$ cat src/hdl/csc_pkg.sv
// Shared types and constants for the countdown timer and stopwatch controller.
`default_nettype none

package csc_pkg;

  localparam int unsigned OP_W   = 3;
  localparam int unsigned HOLD_W = 8;
  localparam int unsigned LP_W   = 4;
  localparam int unsigned MIN_W  = 7;
  localparam int unsigned SEC_W  = 6;
  localparam int unsigned HSEC_W = 7;
  localparam int unsigned PRE_W  = 7;

  localparam logic [OP_W-1:0] OP_TICK    = 3'd0;
  localparam logic [OP_W-1:0] OP_B1      = 3'd1;
  localparam logic [OP_W-1:0] OP_B2      = 3'd2;
  localparam logic [OP_W-1:0] OP_B3_REL  = 3'd3;
  localparam logic [OP_W-1:0] OP_B12_REL = 3'd4;

  localparam logic [LP_W-1:0]   LONG_PRESS_RESET = 4'd3;
  localparam logic [SEC_W-1:0]  SEC_CAP          = 6'd59;
  localparam logic [MIN_W-1:0]  MIN_CAP          = 7'd59;
  localparam logic [MIN_W-1:0]  MIN_LAST         = 7'd99;
  localparam logic [HSEC_W-1:0] HSEC_LAST        = 7'd99;
  localparam logic [PRE_W-1:0]  PRE_LAST         = 7'd99;

  typedef struct packed {
    logic              mode;
    logic [MIN_W-1:0]  min;
    logic [SEC_W-1:0]  sec;
    logic [HSEC_W-1:0] hsec;
    logic [PRE_W-1:0]  pre;
    logic              running;
    logic              alarm;
    logic              blink;
  } csc_state_t;

  typedef struct packed {
    logic [MIN_W-1:0]  minutes;
    logic [SEC_W-1:0]  seconds;
    logic [HSEC_W-1:0] hundredths;
    logic              stopwatch_mode;
    logic              running;
    logic              alarm_on;
    logic              led;
  } csc_result_t;

endpackage

`default_nettype wire

$ cat src/hdl/csc_if.sv
// Request and result channel interfaces for the timer controller.
`default_nettype none

interface csc_req_if;
  logic                          valid;
  logic                          ready;
  logic [csc_pkg::OP_W-1:0]      opcode;
  logic [csc_pkg::HOLD_W-1:0]    hold_seconds;

  modport source (output valid, output opcode, output hold_seconds, input ready);
  modport sink   (input valid, input opcode, input hold_seconds, output ready);
endinterface

interface csc_res_if;
  logic                          valid;
  logic                          ready;
  logic [csc_pkg::MIN_W-1:0]     minutes;
  logic [csc_pkg::SEC_W-1:0]     seconds;
  logic [csc_pkg::HSEC_W-1:0]    hundredths;
  logic                          stopwatch_mode;
  logic                          running;
  logic                          alarm_on;
  logic                          led;

  modport source (output valid, output minutes, output seconds, output hundredths,
                  output stopwatch_mode, output running, output alarm_on, output led,
                  input ready);
  modport sink   (input valid, input minutes, input seconds, input hundredths,
                  input stopwatch_mode, input running, input alarm_on, input led,
                  output ready);
endinterface

`default_nettype wire

$ cat src/hdl/csc_core.sv
// Timer state registers and the per-request update logic.
`default_nettype none

module csc_core (
  input  wire logic                       clk,
  input  wire logic                       rst_n,
  input  wire logic                       fire,
  input  wire logic [csc_pkg::OP_W-1:0]   op,
  input  wire logic [csc_pkg::HOLD_W-1:0] hold,
  input  wire logic [csc_pkg::LP_W-1:0]   long_press,
  output csc_pkg::csc_result_t            res
);

  csc_pkg::csc_state_t st_r;
  csc_pkg::csc_state_t st_nxt;
  logic                is_long;

  assign is_long = hold > {{(csc_pkg::HOLD_W-csc_pkg::LP_W){1'b0}}, long_press};

  always_comb begin
    st_nxt = st_r;
    case (op)
      csc_pkg::OP_TICK: begin
        if (st_r.running) begin
          if (st_r.mode) begin
            if (st_r.hsec == csc_pkg::HSEC_LAST) begin
              st_nxt.hsec = '0;
              if (st_r.sec == csc_pkg::SEC_CAP) begin
                st_nxt.sec = '0;
                st_nxt.min = (st_r.min == csc_pkg::MIN_LAST) ? '0 : st_r.min + 1'b1;
              end else begin
                st_nxt.sec = st_r.sec + 1'b1;
              end
            end else begin
              st_nxt.hsec = st_r.hsec + 1'b1;
            end
          end else begin
            if (st_r.pre == csc_pkg::PRE_LAST) begin
              st_nxt.pre   = '0;
              st_nxt.blink = ~st_r.blink;
              if (st_r.sec != '0) begin
                st_nxt.sec = st_r.sec - 1'b1;
              end else if (st_r.min != '0) begin
                st_nxt.min = st_r.min - 1'b1;
                st_nxt.sec = csc_pkg::SEC_CAP;
              end
              if (st_nxt.min == '0 && st_nxt.sec == '0) begin
                st_nxt.alarm   = 1'b1;
                st_nxt.running = 1'b0;
              end
            end else begin
              st_nxt.pre = st_r.pre + 1'b1;
            end
          end
        end
      end
      csc_pkg::OP_B1: begin
        if (st_r.mode) begin
          st_nxt.running = ~st_r.running;
        end else begin
          st_nxt.alarm = 1'b0;
          if (st_r.min < csc_pkg::MIN_CAP) st_nxt.min = st_r.min + 1'b1;
        end
      end
      csc_pkg::OP_B2: begin
        if (st_r.mode) begin
          st_nxt.running = 1'b0;
          st_nxt.min     = '0;
          st_nxt.sec     = '0;
          st_nxt.hsec    = '0;
          st_nxt.pre     = '0;
        end else begin
          st_nxt.alarm = 1'b0;
          if (st_r.sec < csc_pkg::SEC_CAP) st_nxt.sec = st_r.sec + 1'b1;
        end
      end
      csc_pkg::OP_B3_REL: begin
        if (!st_r.mode) begin
          if (is_long) begin
            st_nxt.alarm   = 1'b0;
            st_nxt.running = 1'b0;
            st_nxt.min     = '0;
            st_nxt.sec     = '0;
            st_nxt.hsec    = '0;
            st_nxt.pre     = '0;
          end else if (st_r.running) begin
            st_nxt.running = 1'b0;
          end else if (st_r.min != '0 || st_r.sec != '0) begin
            st_nxt.running = 1'b1;
            st_nxt.pre     = '0;
            st_nxt.blink   = 1'b1;
          end
        end
      end
      csc_pkg::OP_B12_REL: begin
        if (is_long) begin
          st_nxt.mode    = ~st_r.mode;
          st_nxt.alarm   = 1'b0;
          st_nxt.running = 1'b0;
          st_nxt.blink   = 1'b0;
          st_nxt.min     = '0;
          st_nxt.sec     = '0;
          st_nxt.hsec    = '0;
          st_nxt.pre     = '0;
        end
      end
      default: begin
      end
    endcase
  end

  always_comb begin
    res.minutes        = st_nxt.min;
    res.seconds        = st_nxt.sec;
    res.hundredths     = st_nxt.mode ? st_nxt.hsec : '0;
    res.stopwatch_mode = st_nxt.mode;
    res.running        = st_nxt.running;
    res.alarm_on       = st_nxt.alarm;
    if (st_nxt.alarm) begin
      res.led = 1'b1;
    end else if (st_nxt.running) begin
      res.led = st_nxt.mode ? 1'b1 : st_nxt.blink;
    end else begin
      res.led = 1'b0;
    end
  end

  always_ff @(posedge clk) begin
    if (!rst_n) begin
      st_r <= '0;
    end else if (fire) begin
      st_r <= st_nxt;
    end
  end

  a_sec_range: assert property (@(posedge clk) disable iff (!rst_n)
    st_r.sec <= csc_pkg::SEC_CAP)
    else $error("second count out of range");

  a_tick_range: assert property (@(posedge clk) disable iff (!rst_n)
    st_r.hsec <= csc_pkg::HSEC_LAST && st_r.pre <= csc_pkg::PRE_LAST)
    else $error("sub-second counter out of range");

  a_cd_no_hsec: assert property (@(posedge clk) disable iff (!rst_n)
    !st_r.mode |-> st_r.hsec == '0 && st_r.min <= csc_pkg::MIN_CAP)
    else $error("countdown mode with stopwatch residue");

  a_alarm_stopped: assert property (@(posedge clk) disable iff (!rst_n)
    st_r.alarm |-> !st_r.running && !st_r.mode && st_r.min == '0 && st_r.sec == '0)
    else $error("alarm raised while counting or with time left");

  a_hold_idle: assert property (@(posedge clk) disable iff (!rst_n)
    !$past(fire) && $past(rst_n) |-> $stable(st_r))
    else $error("state moved without a request");

endmodule

`default_nettype wire

$ cat src/hdl/countdown_stopwatch_controller.sv
// Top level of the countdown timer and stopwatch controller.
// Usage:
//   in_req carries one request per handshake: opcode (tick, button 1, button 2,
//   button 3 release, buttons 1+2 release) and hold_seconds for releases.
//   out_res returns exactly one result per request: minutes, seconds,
//   hundredths, stopwatch_mode, running, alarm_on and led, after the update.
//   cfg_we/cfg_wdata set the long-press threshold (reset value 3 seconds);
//   write it only while no request is in flight.
// Timing: a request accepted into the input register is loaded into the result
//   register when it fires, and its result is then valid on out_res.
// Throughput: one request per cycle unless out_res.ready stalls; the input
//   register and the result register separate the two channels.
// Reset: rst_n (synchronous) clears all timer state, both registers' valid
//   flags and restores the threshold.
// Stall: while out_res.ready is low the result holds, one more request is
//   taken into the input register, then in_req.ready drops.
`default_nettype none

module countdown_stopwatch_controller (
  input  wire logic                     clk,
  input  wire logic                     rst_n,
  csc_req_if.sink                       in_req,
  csc_res_if.source                     out_res,
  input  wire logic                     cfg_we,
  input  wire logic [csc_pkg::LP_W-1:0] cfg_wdata
);

  logic                         in_v_r;
  logic [csc_pkg::OP_W-1:0]     in_op_r;
  logic [csc_pkg::HOLD_W-1:0]   in_hold_r;
  logic                         out_v_r;
  csc_pkg::csc_result_t         out_r;
  csc_pkg::csc_result_t         res;
  logic [csc_pkg::LP_W-1:0]     long_press_r;
  logic                         advance;
  logic                         fire;

  assign advance      = !out_v_r || out_res.ready;
  assign fire         = in_v_r && advance;
  assign in_req.ready = !in_v_r || fire;

  csc_core u_core (
    .clk        (clk),
    .rst_n      (rst_n),
    .fire       (fire),
    .op         (in_op_r),
    .hold       (in_hold_r),
    .long_press (long_press_r),
    .res        (res)
  );

  always_ff @(posedge clk) begin
    if (!rst_n) begin
      in_v_r       <= 1'b0;
      out_v_r      <= 1'b0;
      long_press_r <= csc_pkg::LONG_PRESS_RESET;
    end else begin
      if (in_req.ready) in_v_r <= in_req.valid;
      if (fire) begin
        out_v_r <= 1'b1;
      end else if (out_res.ready) begin
        out_v_r <= 1'b0;
      end
      if (cfg_we) long_press_r <= cfg_wdata;
    end
  end

  always_ff @(posedge clk) begin
    if (in_req.ready && in_req.valid) begin
      in_op_r   <= in_req.opcode;
      in_hold_r <= in_req.hold_seconds;
    end
    if (fire) out_r <= res;
  end

  assign out_res.valid          = out_v_r;
  assign out_res.minutes        = out_r.minutes;
  assign out_res.seconds        = out_r.seconds;
  assign out_res.hundredths     = out_r.hundredths;
  assign out_res.stopwatch_mode = out_r.stopwatch_mode;
  assign out_res.running        = out_r.running;
  assign out_res.alarm_on       = out_r.alarm_on;
  assign out_res.led            = out_r.led;

endmodule

`default_nettype wire

$ cat src/flat_wrapper.sv
// flat-port wrapper written by rule: the top's interface ports become plain ports
module countdown_stopwatch_controller_flat 
  (clk, rst_n, cfg_we, cfg_wdata, in_req_valid, in_req_opcode, in_req_hold_seconds, in_req_ready, out_res_valid, out_res_minutes, out_res_seconds, out_res_hundredths, out_res_stopwatch_mode, out_res_running, out_res_alarm_on, out_res_led, out_res_ready);
  csc_req_if in_req_i ();
  csc_res_if out_res_i ();
  input  wire logic clk;
  input  wire logic rst_n;
  input  wire logic cfg_we;
  input  wire logic [csc_pkg::LP_W-1:0] cfg_wdata;
  input wire logic [$bits(in_req_i.valid)-1:0] in_req_valid;
  input wire logic [$bits(in_req_i.opcode)-1:0] in_req_opcode;
  input wire logic [$bits(in_req_i.hold_seconds)-1:0] in_req_hold_seconds;
  output wire logic [$bits(in_req_i.ready)-1:0] in_req_ready;
  output wire logic [$bits(out_res_i.valid)-1:0] out_res_valid;
  output wire logic [$bits(out_res_i.minutes)-1:0] out_res_minutes;
  output wire logic [$bits(out_res_i.seconds)-1:0] out_res_seconds;
  output wire logic [$bits(out_res_i.hundredths)-1:0] out_res_hundredths;
  output wire logic [$bits(out_res_i.stopwatch_mode)-1:0] out_res_stopwatch_mode;
  output wire logic [$bits(out_res_i.running)-1:0] out_res_running;
  output wire logic [$bits(out_res_i.alarm_on)-1:0] out_res_alarm_on;
  output wire logic [$bits(out_res_i.led)-1:0] out_res_led;
  input wire logic [$bits(out_res_i.ready)-1:0] out_res_ready;
  assign in_req_i.valid = in_req_valid;
  assign in_req_i.opcode = in_req_opcode;
  assign in_req_i.hold_seconds = in_req_hold_seconds;
  assign in_req_ready = in_req_i.ready;
  assign out_res_valid = out_res_i.valid;
  assign out_res_minutes = out_res_i.minutes;
  assign out_res_seconds = out_res_i.seconds;
  assign out_res_hundredths = out_res_i.hundredths;
  assign out_res_stopwatch_mode = out_res_i.stopwatch_mode;
  assign out_res_running = out_res_i.running;
  assign out_res_alarm_on = out_res_i.alarm_on;
  assign out_res_led = out_res_i.led;
  assign out_res_i.ready = out_res_ready;
  countdown_stopwatch_controller u_core (.clk(clk), .rst_n(rst_n), .in_req(in_req_i), .out_res(out_res_i), .cfg_we(cfg_we), .cfg_wdata(cfg_wdata));
endmodule
$ cat config.mk
export PLATFORM = sky130hd
export DESIGN_NAME = countdown_stopwatch_controller_flat
export DESIGN_NICKNAME = d
export VERILOG_FILES = /design/src/hdl/csc_pkg.sv /design/src/hdl/csc_if.sv /design/src/hdl/csc_core.sv /design/src/hdl/countdown_stopwatch_controller.sv /design/src/flat_wrapper.sv
export SDC_FILE = /design/constraint.sdc
export NUM_CORES = 1
export LEC_CHECK = 0
export BUFFER_PORTS_ARGS = -buffer_cell sky130_fd_sc_hd__buf_2
export CORE_UTILIZATION = 35
export CTS_CLUSTER_SIZE = 10
export DETAILED_ROUTE_END_ITERATION = 10
export PLACE_DENSITY = 0.6
export SLEW_MARGIN = 20
export SYNTH_ARGS = -nofsm -noshare
export SYNTH_HDL_FRONTEND = slang
export SYNTH_SLANG_ARGS = --single-unit
$ cat constraint.sdc
create_clock -name clk -period 2.8 [get_ports clk]
set_input_delay 0.42 -clock clk [delete_from_list [all_inputs] [get_ports clk]]
set_output_delay 0.42 -clock clk [all_outputs]
set_load 0.05 [all_outputs]
==> flow_metrics.py <==
metrics = {
    "outcome": {
        "status": "finished, final reports clean",
    },
    "synthesis": {
        "yosysSeqAreaShare": 0.363,
        "postSynthCellCount": 600,
        "synth_edf_count": 35,
        "syn_avg_cell_area_um2": 8.24,
        "synth-seq-cells": 72,
        "synth.cell_area_mm2": 0.00494,
        "async_reset_ff_frac": 0,
        "ys_types": 82,
        "syn_nets": 632,
        "synth-main-ff-cell": "dfxtp_1",
        "yosysWarningCount": 0,
    },
    "timing": {
        "post-route-period-util": 0.938,
        "drv_slew": 0,
        "rsz0062_at_grt": "false",
        "worstMarginPinSlew_ns": 0.664,
        "fin_crit_ns": 2.63,
        "finalSetupViolCount": 0,
        "hold_viol": 0,
        "final.setup.tns_ns": 0,
        "slew_headroom": 0.557,
        "skew_ns": 0.00966,
        "fmax_mhz": 381,
    },
    "clock_tree": {
        "numCtsBuffers": 9,
        "root_buffer": "clkbuf_16",
        "clk_latency_ns": 0.35,
        "postCtsHoldBufs": 0,
        "cts_max_path_buffers": 2,
        "clkSinkCount": 72,
        "cts_tree": "built",
        "htree_levels": 3,
        "cts.clk_slew.worst_paths_ns": 0.06,
    },
    "place": {
        "hpwl_mm": 11.0,
        "port_buffers": 45,
        "globalplace.congestion": 0.890,
    },
    "detailed_routing": {
        "via_per_inst": 5.89,
        "drtAntennaViolNets": 0,
        "drt-wirelength-per-cell_um": 17.8,
        "first_iter_violations": 484,
        "wl_mm": 15.0,
        "vias": 4974,
        "dr.pass1.iters": 5,
        "drc": 0,
    },
    "floorplan": {
        "boundaryPins": 46,
        "die-width_um": 121,
        "die_area_mm2": 0.0146,
        "design.core.area_mm2": 0.0138,
        "rows": 43,
        "initial_core_util": 0.357,
        "die_h_um": 121,
    },
    "setup_path": {
        "cp-start-kind": "register",
        "crit_fanout": 7,
        "path_class": "register to register",
        "critical_path_arrival_ns": 2.72,
        "required_ns": 2.90,
        "endpoint_kind": "register",
    },
    "pwr": {
        "leakage_nw": 2.26,
        "vdd_ir_drop_max_mv": 0.368,
        "p_clk_frac": 0.427,
        "p_int_mw": 1.98,
        "p_seq_frac": 0.431,
        "pwr-share-comb": 0.141,
        "netSwitchingFraction": 0.269,
        "p_total_mw": 2.71,
        "powerDensity_mw_per_mm2": 460,
        "p_sw_mw": 0.728,
    },
    "final_layout": {
        "drive_above_1_share": 0.195,
        "multi_input_area_mm2": 0.00293,
        "antennaDiodeCount": 0,
        "final_core_util": 0.425,
        "area_delta_synth_final_pct": 19.0,
        "register_area_mm2": 0.00179,
        "fillCellCount": 1392,
        "num-nets-final": 692,
    },
    "global_routing": {
        "grt_pass1_wl_mm": 24.0,
        "grt_max_degree": 34,
        "gr-total-overflow": 0,
        "grt_usage": 0.214,
        "antenna_found_initial": 0,
        "grt_pass1_vias": 4641,
    },
    "flow_run": {
        "max-cap-violations": 0,
    },
    "min_path": {
        "min_path_type": "input pin to register",
    },
}
-- power by group through the flow --
stage	clock network (mW)	registers, mW	logic (mW)
final	1.16	1.17	0.382
after global routing	1.23	1.17	0.413
after detailed placement	0	1.19	0.374
after global placement	0	1.19	0.369
after CTS	1.18	1.17	0.375
after floorplan	0	1.23	0.202
-- cell usage after synthesis, types with 4 or more instances --
| cell | number | share of area |
|---|---|---|
| nor3_1 | 19 | 0.019 |
| and2_1 | 8 | 0.010 |
| o21a_1 | 6 | 0.0091 |
| dfxtp_1 | 37 | 0.15 |
| o21ai_0 | 35 | 0.035 |
| inv_1 | 18 | 0.014 |
| buf_2 | 10 | 0.010 |
| and3_1 | 10 | 0.013 |
| xor2_1 | 4 | 0.0071 |
| o22ai_1 | 13 | 0.016 |
| o21bai_1 | 4 | 0.0061 |
| a211oi_1 | 7 | 0.011 |
| a22oi_1 | 5 | 0.0076 |
| a21o_1 | 9 | 0.014 |
| nor2b_1 | 11 | 0.014 |
| or3_1 | 5 | 0.0063 |
| a21oi_1 | 43 | 0.044 |
| nand4_1 | 6 | 0.0076 |
| buf_1 | 5 | 0.0038 |
| nand3b_1 | 4 | 0.0061 |
| o211ai_1 | 9 | 0.014 |
| nand2_1 | 60 | 0.046 |
| mux2i_1 | 5 | 0.010 |
| a31oi_1 | 12 | 0.015 |
| xnor2_1 | 6 | 0.011 |
| nand2b_1 | 8 | 0.010 |
| ha_1 | 12 | 0.030 |
| nor2_1 | 66 | 0.050 |
| clkbuf_1 | 25 | 0.019 |
| nand3_1 | 27 | 0.027 |
| edfxtp_1 | 35 | 0.21 |
-- per-stage QoR --
| stage | instance area [µm²] | worst slack, ns | cells | hold WS, ns |
|---|---|---|---|---|
| after floorplan | 4940 | 0.145 | 600 | 0.444 |
| after global placement | 5560 | 0.228 | 827 | 0.455 |
| after detailed placement | 5560 | 0.134 | 827 | 0.472 |
| after CTS | 5860 | 0.109 | 843 | 0.237 |
| after global routing | 5880 | 0.0355 | 845 | 0.235 |
| final | 5880 | 0.174 | 845 | 0.249 |
-- sequential cells by signal (all words and copies together), names as in the netlist --
name                           flops
u_core.in_op_r                     3
u_core.out_res.led                 1
u_core.u_core.st_r                31
u_core.long_press_r                4
u_core.out_res.valid               1
u_core.out_res.minutes             7
u_core.out_res.alarm_on            1
u_core.out_res.hundredths          7
u_core.in_hold_r                   8
u_core.out_res.stopwatch_mode      1
u_core.out_res.running             1
u_core.out_res.seconds             6
u_core.in_v_r                      1
-- layout by cell type, fill, tap and decap left out, types with 8 or more instances in the layout --
master and n:
and2_1 8, o22ai_1 13, buf_2 45, nand3_1 27
edfxtp_1 35, nor3_1 19, nand2b_1 8, o211ai_1 9
ha_1 12, and3_1 10, o21ai_0 34, dfxtp_1 37
a31oi_1 12, nor2b_1 11, clkbuf_16 9, nor2_1 66
nand2_1 60, a21o_1 9, buf_4 43, a21oi_1 43
inv_1 18
-- final cells by class --
cell class,instances,area share
multi-input cells,469,0.498
clock buffers,10,0.0406
flip-flops and latches,72,0.305
well taps,180,0.0383
repair buffers,89,0.0966
clock inverters,6,0.0100
inverters,19,0.0121
-- path summary, 6_finish.rpt --
kind                                    endpoint  slack, ns  depth (start not counted)                                start
min reg2reg   u_core.u_core.st_r[4]$_SDFFE_PN0P_       0.47                          2   u_core.u_core.st_r[4]$_SDFFE_PN0P_
min                u_core.in_hold_r[7]$_DFFE_PP_       0.25                          1               in_req_hold_seconds[7]
max          u_core.out_res.minutes[2]$_DFFE_PP_       0.17                          9  u_core.u_core.st_r[18]$_SDFFE_PN0P_
max reg2reg  u_core.out_res.minutes[2]$_DFFE_PP_       0.17                          9  u_core.u_core.st_r[18]$_SDFFE_PN0P_
-- layer usage --
layer	part of all wire	track usage	vias up	wire, µm
met1	0.44	0.273	2395	6650
met4	0.025	0.0841	0	376
met5	0	0	-	0
met3	0.056	0.0505	30	842
met2	0.48	0.346	195	7160
li1	-	-	2354	-
-- repair_timing --
action | 4_1_cts | 5_1_grt
setup buffers | 0 | 2
gates resized for setup | 0 | 3
endpoints found under the setup margin | 0 | 4
endpoints found under the hold margin | 0 | 0
-- logic make-up (layout without fill, tap and decap cells) --
family / after synthesis / after routing / synth area share
simple gates: 250 / 250 / 0.266
compound gates: 190 / 190 / 0.259
flops: 72 / 72 / 0.363
buf+inv: 59 / 124 / 0.0473
fa+ha+maj: 12 / 12 / 0.0304
xor+xnor: 10 / 10 / 0.0177
mux: 7 / 7 / 0.0170
-- worst max-delay path: stages, from the launching register on --
cell,delay (ns)
dfxtp_1,0.36
inv_1,0.12
ha_1,0.20
or3b_4,0.42
nor3_4,0.29
and3_1,0.22
mux4_2,0.26
o21ai_2,0.07
nand3b_1,0.16
a22o_2,0.26
Power figures use the tool's default switching activity.
